<file path="src/rtl/core/rba_pkg.sv">
// Shared types, widths and constants for the relative bearing pipeline.
// Used by every module under rtl/core; has no dependencies of its own.
`timescale 1ns / 1ps

package rba_pkg;

    localparam int POS_WIDTH     = 32;
    localparam int QUAT_WIDTH    = 16;
    localparam int ANGLE_WIDTH   = 16;
    localparam int CORDIC_STAGES = 16;

    // Arctangent table length; iterations beyond it are not built.
    localparam int TABLE_LEN = 24;
    localparam int NUM_CELLS = (CORDIC_STAGES < TABLE_LEN) ? CORDIC_STAGES : TABLE_LEN;

    // Normalized pair members have magnitude below 2^30, so 31 signed bits hold them.
    localparam int NORM_BITS  = 31;
    localparam int PROD_WIDTH = 2 * NORM_BITS;
    localparam int DIFF_WIDTH = POS_WIDTH + 1;
    localparam int CS_WIDTH   = 2 * QUAT_WIDTH + 1;

    // Largest right shift the normalizer may need on a PROD_WIDTH word.
    localparam int SHIFT_MAX   = PROD_WIDTH - (NORM_BITS - 1);
    localparam int SHIFT_WIDTH = $clog2(SHIFT_MAX + 1);

    localparam int CELL_SHIFT_WIDTH = $clog2(TABLE_LEN);

    // CORDIC datapath and angle accumulator width; pi is 2^31 in the accumulator.
    localparam int ACC_WIDTH   = 34;
    localparam int ANGLE_SHIFT = 32 - ANGLE_WIDTH;
    localparam int HALF_TURN_Q = 1 << (NORM_BITS - 1);

    // atan(2^-i) with pi = 2^31, rounded to nearest.
    localparam int ATAN_TABLE [TABLE_LEN] = '{
        536870912, 316933406, 167458907, 85004756, 42667331, 21354465,
        10679838, 5340245, 2670163, 1335087, 667544, 333772,
        166886, 83443, 41722, 20861, 10430, 5215,
        2608, 1304, 652, 326, 163, 81
    };

    typedef struct packed {
        logic signed [POS_WIDTH-1:0]  robot_x;
        logic signed [POS_WIDTH-1:0]  robot_y;
        logic signed [QUAT_WIDTH-1:0] yaw_quat_z;
        logic signed [QUAT_WIDTH-1:0] yaw_quat_w;
        logic signed [POS_WIDTH-1:0]  goal_x;
        logic signed [POS_WIDTH-1:0]  goal_y;
    } rba_pose_t;

    typedef struct packed {
        logic signed [ANGLE_WIDTH-1:0] bearing;
        logic                          bearing_valid;
    } rba_result_t;

    // Load enables of a two-register unit.
    typedef struct packed {
        logic first;
        logic second;
    } rba_load_t;

endpackage

</file>
<file path="src/rtl/core/rba_cell.sv">
// One vectoring CORDIC iteration with its own pipeline register.
// Shift and arctangent step come in as constants per position. Depends on rba_pkg.
`timescale 1ns / 1ps

module rba_cell
    import rba_pkg::*;
(
    input  logic                        clk,
    input  logic                        load,
    input  logic [CELL_SHIFT_WIDTH-1:0] shift,
    input  logic signed [ACC_WIDTH-1:0] step,
    input  logic signed [ACC_WIDTH-1:0] x_in,
    input  logic signed [ACC_WIDTH-1:0] y_in,
    input  logic signed [ACC_WIDTH-1:0] z_in,
    output logic signed [ACC_WIDTH-1:0] x_out,
    output logic signed [ACC_WIDTH-1:0] y_out,
    output logic signed [ACC_WIDTH-1:0] z_out
);

    logic signed [ACC_WIDTH-1:0] xs;
    logic signed [ACC_WIDTH-1:0] ys;
    logic signed [ACC_WIDTH-1:0] x_next;
    logic signed [ACC_WIDTH-1:0] y_next;
    logic signed [ACC_WIDTH-1:0] z_next;
    logic signed [ACC_WIDTH-1:0] x_reg;
    logic signed [ACC_WIDTH-1:0] y_reg;
    logic signed [ACC_WIDTH-1:0] z_reg;

    always_comb
    begin
        xs = x_in >>> shift;
        ys = y_in >>> shift;
        if (y_in > 0)
        begin
            x_next = x_in + ys;
            y_next = y_in - xs;
            z_next = z_in + step;
        end
        else
        begin
            x_next = x_in - ys;
            y_next = y_in + xs;
            z_next = z_in - step;
        end
    end

    always_ff @(posedge clk)
    begin
        if (load)
        begin
            x_reg <= x_next;
            y_reg <= y_next;
            z_reg <= z_next;
        end
    end

    assign x_out = x_reg;
    assign y_out = y_reg;
    assign z_out = z_reg;

endmodule

</file>
<file path="config.mk">
export PLATFORM = sky130hd
export DESIGN_NAME = rba_cell
export DESIGN_NICKNAME = d
export VERILOG_FILES = /design/src/rtl/core/rba_pkg.sv /design/src/rtl/core/rba_cell.sv
export SDC_FILE = /design/constraint.sdc
export NUM_CORES = 1
export LEC_CHECK = 0
export BUFFER_PORTS_ARGS = -buffer_cell sky130_fd_sc_hd__buf_2
export CAP_MARGIN = 5
export CORE_MARGIN = 4
export CORE_UTILIZATION = 40
export CTS_BUF_LIST = sky130_fd_sc_hd__clkbuf_2 sky130_fd_sc_hd__clkbuf_4 sky130_fd_sc_hd__clkbuf_8
export DETAILED_ROUTE_END_ITERATION = 8
export HOLD_SLACK_MARGIN = 0.02
export SLEW_MARGIN = 20
export SYNTH_ARGS = -nofsm -noshare
export SYNTH_HDL_FRONTEND = slang
export SYNTH_SLANG_ARGS = --single-unit
</file>
<file path="constraint.sdc">
create_clock -name clk -period 8.3 [get_ports clk]
set_input_delay 2.49 -clock clk [delete_from_list [all_inputs] [get_ports clk]]
set_output_delay 2.49 -clock clk [all_outputs]
set_load 0.005 [all_outputs]
</file>
==> impl_metrics.ini <==
[timing]
rsz0062_at_grt = false
setup_tns_ns = 0
slew_viol_final = 0
fmax_mhz = 127
worst_pin_slew_ns = 1.07
setup_viol = 0
timing.final.crit_share = 0.949
worst_hold_slack_ns = 2.46
maxSlewHeadroom = 0.279
fin_crit_ns = 7.88
post-route-worst-setup-slack_ns = 0.423
hold_viol = 0

[clocking]
post_cts_buffers = 0
clockBufferDepth = 2
cts-root-buf = clkbuf_8
cts.reportedPaths.clkPinSlew_ns = 0.11
cts_num_sinks = 102
cts_max_level = 3
tritoncts = done
numCtsBuffers = 9

[placed_design]
hpwl_um = 48200
post-place-cells = 2542
portBuffers = 244
placed_area_um2 = 17900
place.gp.congestion = 1.02
pre_cts_slack_ns = 0.0353

[drt]
vias = 15876
wire_per_inst_um = 23.7
dr.pass1.iters = 8
wirelength_um = 60700
first_iter_violations = 1815
route.detailed.drc = 0
antenna_left = 0
avgViaCountPerCell = 6.21

[yosys]
synth_common_cells = 133 x a21oi_1, 132 x nand2_1, 128 x nor2_1
ys_types = 93
synth_edf_count = 102
synth_top_area_cell = edfxtp_1
yosysMostFrequentCell = a21oi_1
yosysSeqAreaShare = 0.202
synthArstFlopShare = 0
synth_flop_cell = edfxtp_1
ys_seq_elements = 102
synth_top_area_share = 0.202
yosys-top-cells-area = edfxtp_1 20%, mux4_2 11%, ha_1 8.4%, xnor2_1 5.7%, a21oi_1 4.4%
ys_warn_count = 0
avgSynthCellArea_um2 = 8.89
syn_area_um2 = 15200
syn_inst = 1708
syn_nets = 1956

[critical_path]
cp.arrival_ns = 8.07
worstSetupPathType = in -> reg
crit_required_ns = 8.50
critPathMaxStageDelay_ns = 0.42
start_kind = input pin
path_cells = buf_2 -> buf_4 -> buf_4 -> mux4_2 -> mux2i_1 -> o22ai_1 -> nor2_1 -> ha_1 -> and3_1 -> a41oi_1 -> xnor2_1 -> ha_1 -> and3_1 -> a221o_1 -> a21oi_1 -> o22a_1 -> o21ai_0 -> o211ai_1 -> o21ai_0 -> o31ai_1 -> o21ai_0 -> xnor2_1
cp_max_fo = 23
path_buf_inv = 3
crit_path_frequent_cell = o21ai_0
critPathTopFamily = compound AO/OA/AOI/OAI gates
crit_slowest_cell = buf_2
end_kind = flop

[power]
p_leak_nw = 7.68
power.total_mw = 2.78
powerDensity_nw_per_um2 = 153
power.internal_mw = 1.64
power_frac_comb = 0.591
vdd_drop_max_v = 0.0000964
p_seq_frac = 0.285
p_switching_mw = 1.14
pwr-share-clk = 0.124
swShare = 0.410

[global_routing]
grt_max_degree = 55
antenna_found_initial = 1
grt_first_pass_wirelength_um = 91300
grt_overflow = 0
grt_usage = 0.284
grt_pass1_vias = 15317

[outcome]
status = complete, no violations

[final_layout]
synthToLayoutAreaGrowth_pct = 19.2
fin_nets = 2290
drive_gt1_frac = 0.278
fin_cells = 2558
multi_input_area_um2 = 11500
postLayoutCoreUtil = 0.482
n_antenna_cell = 0
filler_cell_count = 3709
regArea_um2 = 3060
fin_area_um2 = 18100

[floorplanning]
start_util = 0.404
die_h_um = 203
coreArea_um2 = 37600
die_w_um = 203
io_pins = 245
num_rows = 71
die-area_um2 = 41200

[worst_hold_path]
min_from = z_in[1]
hold_end = z_out[1]
holdPathStages = 2
hold_class = in -> reg

[flow_run]
cap_violations = 0
registers in the layout, summed over array words and instances, names as in the netlist:
| register | cells |
|---|---|
| x_out | 34 |
| z_out | 34 |
| y_out | 34 |
power groups by stage:
stage	Sequential [mW]	Combinational [mW]	Clock, mW
floorplan	0.823	0.974	0
finish	0.792	1.64	0.343
detailed placement	0.805	1.61	0
global route	0.806	1.79	0.380
CTS	0.795	1.62	0.360
global placement	0.803	1.60	0
cell families (layout without fill, tap and decap cells):
| logic type | Yosys count | count (layout) | synth area share |
|---|---|---|---|
| simple gates | 488 | 488 | 0.160 |
| flops | 102 | 102 | 0.202 |
| buf+inv | 138 | 477 | 0.0414 |
| xor+xnor | 174 | 174 | 0.100 |
| compound gates | 524 | 524 | 0.229 |
| fa+ha+maj | 105 | 105 | 0.0880 |
| mux | 177 | 177 | 0.180 |
placed cells by master (no fill, tap or decap), types with 23 or more instances in the layout:
| cell type | Yosys | final |
|---|---|---|
| o21ai_0 | 105 | 105 |
| edfxtp_1 | 102 | 102 |
| mux2_2 | 41 | 41 |
| nor2_1 | 128 | 127 |
| o31ai_1 | 23 | 23 |
| a21o_1 | 36 | 36 |
| a31oi_1 | 24 | 24 |
| inv_1 | 53 | 53 |
| nand2b_1 | 27 | 27 |
| buf_2 | 23 | 241 |
| ha_1 | 102 | 102 |
| a21oi_1 | 133 | 133 |
| mux4_2 | 71 | 71 |
| buf_4 | 6 | 160 |
| xnor2_1 | 98 | 98 |
| nand2_1 | 132 | 132 |
| xor2_1 | 76 | 76 |
| mux2i_1 | 61 | 61 |
| nor3_1 | 33 | 33 |
| nand3_1 | 25 | 25 |
how the worst max path moves through the flow:
stage	slack (ns)	cells past startpoint	startpoint	end
5_1_grt	0.1	22	shift[3]	x_out[33]
3_3_place_gp	0.15	22	shift[3]	x_out[33]
6_report	0.42	22	shift[3]	x_out[33]
3_5_place_dp	0.04	23	shift[1]	y_out[33]
2_1_floorplan	0.52	23	shift[1]	y_out[33]
4_1_cts	0.50	23	shift[1]	y_out[33]
repair_timing:
| item | in CTS | in global routing |
|---|---|---|
| endpoints found under the setup margin | 0 | 1 |
| hold buffers | 0 | 0 |
| gates resized for setup | 0 | 1 |
layer usage:
layer | GRT usage | wire, um | vias up
li1 | - | - | 7256
met5 | 0 | 0 | -
met4 | 0.112 | 2710 | 0
met3 | 0.0497 | 5800 | 180
met2 | 0.456 | 27100 | 943
met1 | 0.383 | 25100 | 7497
final cells by class:
cell class              instances  share of cell area
multi-input cells            1468               0.635
flip-flops and latches        102               0.169
repair buffers                406               0.138
well taps                     511              0.0353
inverters                      55              0.0114
clock buffers                   9             0.00684
clock inverters                 7             0.00408
Note: power is estimated with default switching activity, not from simulation.
