`config.mk`:
```
export PLATFORM = sky130hd
export DESIGN_NAME = rba_front
export DESIGN_NICKNAME = d
export VERILOG_FILES = /design/src/rtl/core/rba_pkg.sv /design/src/rtl/core/rba_front.sv
export SDC_FILE = /design/constraint.sdc
export NUM_CORES = 2
export LEC_CHECK = 0
export ABC_AREA = 1
export ABC_CLOCK_PERIOD_IN_PS = 15300
export BUFFER_PORTS_ARGS = -buffer_cell sky130_fd_sc_hd__buf_2
export CORE_ASPECT_RATIO = 1.75
export CORE_MARGIN = 5
export CORE_UTILIZATION = 30
export DETAILED_ROUTE_END_ITERATION = 8
export MAX_ROUTING_LAYER = met4
export PLACE_DENSITY = 0.52
export SYNTH_ARGS = -nofsm -noshare
export SYNTH_HDL_FRONTEND = slang
export SYNTH_SLANG_ARGS = --single-unit
```
`constraint.sdc`:
```
create_clock -name clk -period 15.3 [get_ports clk]
set_clock_uncertainty 0.05 [all_clocks]
set_input_delay 2.295 -clock clk [delete_from_list [all_inputs] [get_ports clk]]
set_output_delay 2.295 -clock clk [all_outputs]
set_load 0.02 [all_outputs]
```
`src/rtl/core/rba_pkg.sv`:
```
// Shared types, widths and constants for the relative bearing pipeline.
// Used by every module under rtl/core; has no dependencies of its own.
`timescale 1ns / 1ps

package rba_pkg;

    localparam int POS_WIDTH     = 32;
    localparam int QUAT_WIDTH    = 16;
    localparam int ANGLE_WIDTH   = 16;
    localparam int CORDIC_STAGES = 16;

    // Arctangent table length; iterations beyond it are not built.
    localparam int TABLE_LEN = 24;
    localparam int NUM_CELLS = (CORDIC_STAGES < TABLE_LEN) ? CORDIC_STAGES : TABLE_LEN;

    // Normalized pair members have magnitude below 2^30, so 31 signed bits hold them.
    localparam int NORM_BITS  = 31;
    localparam int PROD_WIDTH = 2 * NORM_BITS;
    localparam int DIFF_WIDTH = POS_WIDTH + 1;
    localparam int CS_WIDTH   = 2 * QUAT_WIDTH + 1;

    // Largest right shift the normalizer may need on a PROD_WIDTH word.
    localparam int SHIFT_MAX   = PROD_WIDTH - (NORM_BITS - 1);
    localparam int SHIFT_WIDTH = $clog2(SHIFT_MAX + 1);

    localparam int CELL_SHIFT_WIDTH = $clog2(TABLE_LEN);

    // CORDIC datapath and angle accumulator width; pi is 2^31 in the accumulator.
    localparam int ACC_WIDTH   = 34;
    localparam int ANGLE_SHIFT = 32 - ANGLE_WIDTH;
    localparam int HALF_TURN_Q = 1 << (NORM_BITS - 1);

    // atan(2^-i) with pi = 2^31, rounded to nearest.
    localparam int ATAN_TABLE [TABLE_LEN] = '{
        536870912, 316933406, 167458907, 85004756, 42667331, 21354465,
        10679838, 5340245, 2670163, 1335087, 667544, 333772,
        166886, 83443, 41722, 20861, 10430, 5215,
        2608, 1304, 652, 326, 163, 81
    };

    typedef struct packed {
        logic signed [POS_WIDTH-1:0]  robot_x;
        logic signed [POS_WIDTH-1:0]  robot_y;
        logic signed [QUAT_WIDTH-1:0] yaw_quat_z;
        logic signed [QUAT_WIDTH-1:0] yaw_quat_w;
        logic signed [POS_WIDTH-1:0]  goal_x;
        logic signed [POS_WIDTH-1:0]  goal_y;
    } rba_pose_t;

    typedef struct packed {
        logic signed [ANGLE_WIDTH-1:0] bearing;
        logic                          bearing_valid;
    } rba_result_t;

    // Load enables of a two-register unit.
    typedef struct packed {
        logic first;
        logic second;
    } rba_load_t;

endpackage

```
`src/rtl/core/rba_front.sv`:
```
// Input stage: displacement and unnormalized yaw cosine and sine.
// Depends on rba_pkg.
`timescale 1ns / 1ps

module rba_front
    import rba_pkg::*;
(
    input  logic                         clk,
    input  logic                         load,
    input  rba_pose_t                    pose,
    output logic signed [PROD_WIDTH-1:0] dx,
    output logic signed [PROD_WIDTH-1:0] dy,
    output logic signed [PROD_WIDTH-1:0] c,
    output logic signed [PROD_WIDTH-1:0] s,
    output logic                         zero
);

    logic signed [DIFF_WIDTH-1:0]   dx_next;
    logic signed [DIFF_WIDTH-1:0]   dy_next;
    logic signed [2*QUAT_WIDTH-1:0] ww;
    logic signed [2*QUAT_WIDTH-1:0] zz;
    logic signed [2*QUAT_WIDTH-1:0] wz;
    logic signed [CS_WIDTH-1:0]     c_next;
    logic signed [CS_WIDTH-1:0]     s_next;
    logic                           zero_next;

    logic signed [DIFF_WIDTH-1:0] dx_reg;
    logic signed [DIFF_WIDTH-1:0] dy_reg;
    logic signed [CS_WIDTH-1:0]   c_reg;
    logic signed [CS_WIDTH-1:0]   s_reg;
    logic                         zero_reg;

    always_comb
    begin
        dx_next   = DIFF_WIDTH'(pose.goal_x) - DIFF_WIDTH'(pose.robot_x);
        dy_next   = DIFF_WIDTH'(pose.goal_y) - DIFF_WIDTH'(pose.robot_y);
        ww        = pose.yaw_quat_w * pose.yaw_quat_w;
        zz        = pose.yaw_quat_z * pose.yaw_quat_z;
        wz        = pose.yaw_quat_w * pose.yaw_quat_z;
        c_next    = CS_WIDTH'(ww) - CS_WIDTH'(zz);
        s_next    = {wz, 1'b0};
        zero_next = ((dx_next == '0) && (dy_next == '0)) || ((c_next == '0) && (s_next == '0));
    end

    always_ff @(posedge clk)
    begin
        if (load)
        begin
            dx_reg   <= dx_next;
            dy_reg   <= dy_next;
            c_reg    <= c_next;
            s_reg    <= s_next;
            zero_reg <= zero_next;
        end
    end

    assign dx   = PROD_WIDTH'(dx_reg);
    assign dy   = PROD_WIDTH'(dy_reg);
    assign c    = PROD_WIDTH'(c_reg);
    assign s    = PROD_WIDTH'(s_reg);
    assign zero = zero_reg;

endmodule

```
==> impl_results.md <==
* Post-route DRC at 0
* M1 wire length at 38.9 mm
* Initial core utilization at 30.2%
* Syn Area/Cell at 8.53 µm²
* Clk slew on worst S/H paths at 0.06 ns
* Postcts setup bufs at 0
* Slowest stage delay, CP at ~0.63 ns
* Via density at 4.53
* Hold Vio Cnt, Final at 0
* Sink Count at 132
* Clock H-tree levels at 4
* CTS resizes at 0
* TritonCTS buffer count at 17
* Met2 Wirelength at 68.3 mm
* Setup violators final at 0
* Hold buffers post-CTS at 0
* CP Launch Point: pose[80]
* CTS Root Cell: clkbuf_16
* Fin Setup TNS at 0 ns
* Routed vias at 29.0k
* Initial antenna violation count at 6
* Slew of the pin with the lowest slew margin at 0.998 ns
* Final Max Slew Viols at 0
* Vias in the first global route at ~33k
* Global-route wire length before repair at between 150 and 200 mm
* Final period util at between 60% and 70%
* Total Routing Usage GR at 18.9%
* Post-Synthesis Cells at 4493
* Antenna viol nets, final at 0
* Row count at between 150 and 200
* Critical Path Start Type: primary input
* Full die area at 135000 µm²
* Min-delay worst type: in -> reg
* Yosys cell types at 54
* Layout cells sized above 1 at 11.5%
* Met3 WL post-DR at 4.90 mm
* Pre-antenna DRT Iters at 5
* Crit path kind: in -> reg
* Initial DRC Count at roughly 1.2k
* Gpl congestion at between 0.9 and 1
* # fillers at between 10k and 15k
* MaxCap Viol Count at 0
* Prevailing post-synth register cell: edfxtp_1
* Critical Path AT at 9.97 ns
* Core ar. at 127000 µm²
* CTS tree: built
* Async SR Flop Fraction at 0%
* Post-Syn Nets at 5775
* Period minus WS final at 9.81 ns
* Outcome: complete, no violations
* #FFs+latches synth at 132
* Final net count at roughly 6k
* Clock Path Buffers at 2
* EDFF count, synth at about 130
* Largest net degree at the start of global routing at 71
* Crit-path most repeated cell: fa_1
* Grt total ovfl at 0
* Crit-path slowest cell: inv_1
* Die Y at between 400 and 500 µm
* Max Clk Rate at between 100 and 150 MHz
* RSZ-0062 raised after global routing: false
* Post-Route WL at 123 mm
* Area occupied by multi-input gates at 27700 µm²
* CP endpoint: zero$_DFFE_PP_
* CP required at between 15 and 20 ns
* Highest Signal Layer: met4
* Max FO, Critical Path at 33
* Yosys warns at 0
* Netlist Area Pre-Place at 38300 µm²
* Setup crit end kind: flip-flop
* PortBufs at between 400 and 500
* DR WL/cell at between 15 and 20 µm
* Sequential area share after synthesis at 10.3%
* IO Pins at 411
* Area growth from synthesis to layout at 9.46%
* Detailed Place HPWL at 105 mm
* Die Span X at 280 µm
* Register Area at about 4000 µm²
* Rel. slew slack at 33.5%
## per-layer routing
layer,vias to the layer above,global-route usage [%]
met5,-,-
met4,0,13.0
met3,302,2.08
met2,815,36.3
met1,14600,17.1
li1,13300,-
## how the worst min path moves through the flow
stage / from / end / slack, ns / cells after the start
2_1_floorplan: load / c_reg[0]$_DFFE_PP_ / 2.36 / 0
3_3_place_gp: pose[128] / dx_reg[0]$_DFFE_PP_ / 2.66 / 3
3_5_place_dp: pose[128] / dx_reg[0]$_DFFE_PP_ / 2.67 / 3
4_1_cts: pose[128] / dx_reg[0]$_DFFE_PP_ / 2.17 / 3
5_1_grt: pose[128] / dx_reg[0]$_DFFE_PP_ / 2.21 / 3
6_report: pose[128] / dx_reg[0]$_DFFE_PP_ / 2.20 / 3
## area by class of cell
cell class	count	share of cell area, %
antenna	4	0.0239
clock buffer	19	1.03
clock inverter	13	0.355
inverter	1434	12.8
multi-input combinational	2701	66.0
sequential	132	9.45
tap	1662	4.96
timing repair buffer	434	5.34
## synth_stat cells, types with 2 or more instances
library cell  count  area share (%)
nor3_1           12            0.16
ha_1            318              10
inv_2             8           0.078
nor4_1            7            0.11
a31oi_1           6           0.098
clkbuf_1        102             1.0
nand3b_1         14            0.27
o221a_2           3           0.088
buf_4           117             2.3
nand2_1         831             8.1
or2_0             3           0.049
or2_2             8            0.13
o21ai_2           3           0.069
a21boi_2          3           0.088
o211ai_1          4           0.078
a221oi_1          2           0.046
a21oi_1         117             1.5
o21bai_1         14            0.27
nor2_2            3           0.049
nand2_2          16            0.26
o21a_1           14            0.27
nor4_2            2           0.065
xnor2_1          55             1.3
nand4_1          37            0.60
buf_1             7           0.069
o21ai_0          58            0.76
nor2_1          167             1.6
inv_1          1426              14
fa_1            802              42
a21oi_2          18            0.41
a21oi_4           3            0.13
nand3_1          60            0.78
o21ai_1          15            0.20
or2_1             4           0.065
and2_1            3           0.049
edfxtp_1        132              10
o211ai_2          4            0.13
nor3_2            2           0.052
a21o_1           15            0.29
xor2_1           64             1.5
## critical path: cells and delay by family
family	cells	cell delay (ns)
simple gates	9	1.17
fa+ha+maj	9	4.10
compound gates	5	0.84
buf+inv	9	1.54
## cells in the final DEF, fill, tap and decap left out, types with 7 or more instances in the layout
cell type and n:
nand3_1 60, a21oi_1 117, nand4_1 37, edfxtp_1 132, ha_1 318, clkbuf_16 17, a21o_1 15, inv_2 8
o21ai_1 15, nand3b_1 14, xnor2_1 55, o21ai_0 58, o21bai_1 14, nor2_1 167, nor3_1 12, a21oi_2 18
fa_1 802, o21a_1 14, nand2_2 16, inv_1 1426, xor2_1 64, buf_4 25, nor4_1 7, nand2_1 831
buf_2 408, or2_2 8
## kinds of logic after synthesis
logic type	count (synthesis)	synth area share, %
compound gates	288	4.71
xor+xnor	120	2.76
fa+ha+maj	1120	52.3
buf+inv	1660	17.4
flops	132	10.3
other cells	1	0.00978
simple gates	1172	12.5
## through the flow
step / setup slack [ns] / instances / instance area, µm² / hold WS (ns) / utilization, %
3_5_place_dp: 5.01 / 6363 / 41400 / 2.67 / 32.6
4_1_cts: 5.51 / 6395 / 42000 / 2.17 / 33.0
6_report: 5.49 / 6399 / 42000 / 2.20 / 33.0
3_3_place_gp: 5.09 / 6363 / 41400 / 2.66 / 32.6
2_1_floorplan: 6.11 / 4493 / 38300 / 2.36 / -
5_1_grt: 4.99 / 6399 / 42000 / 2.21 / 33.0
Power is left out: the tool's default activity adds up to more than one toggle a clock period on the data nets, which glitch-free logic cannot reach.
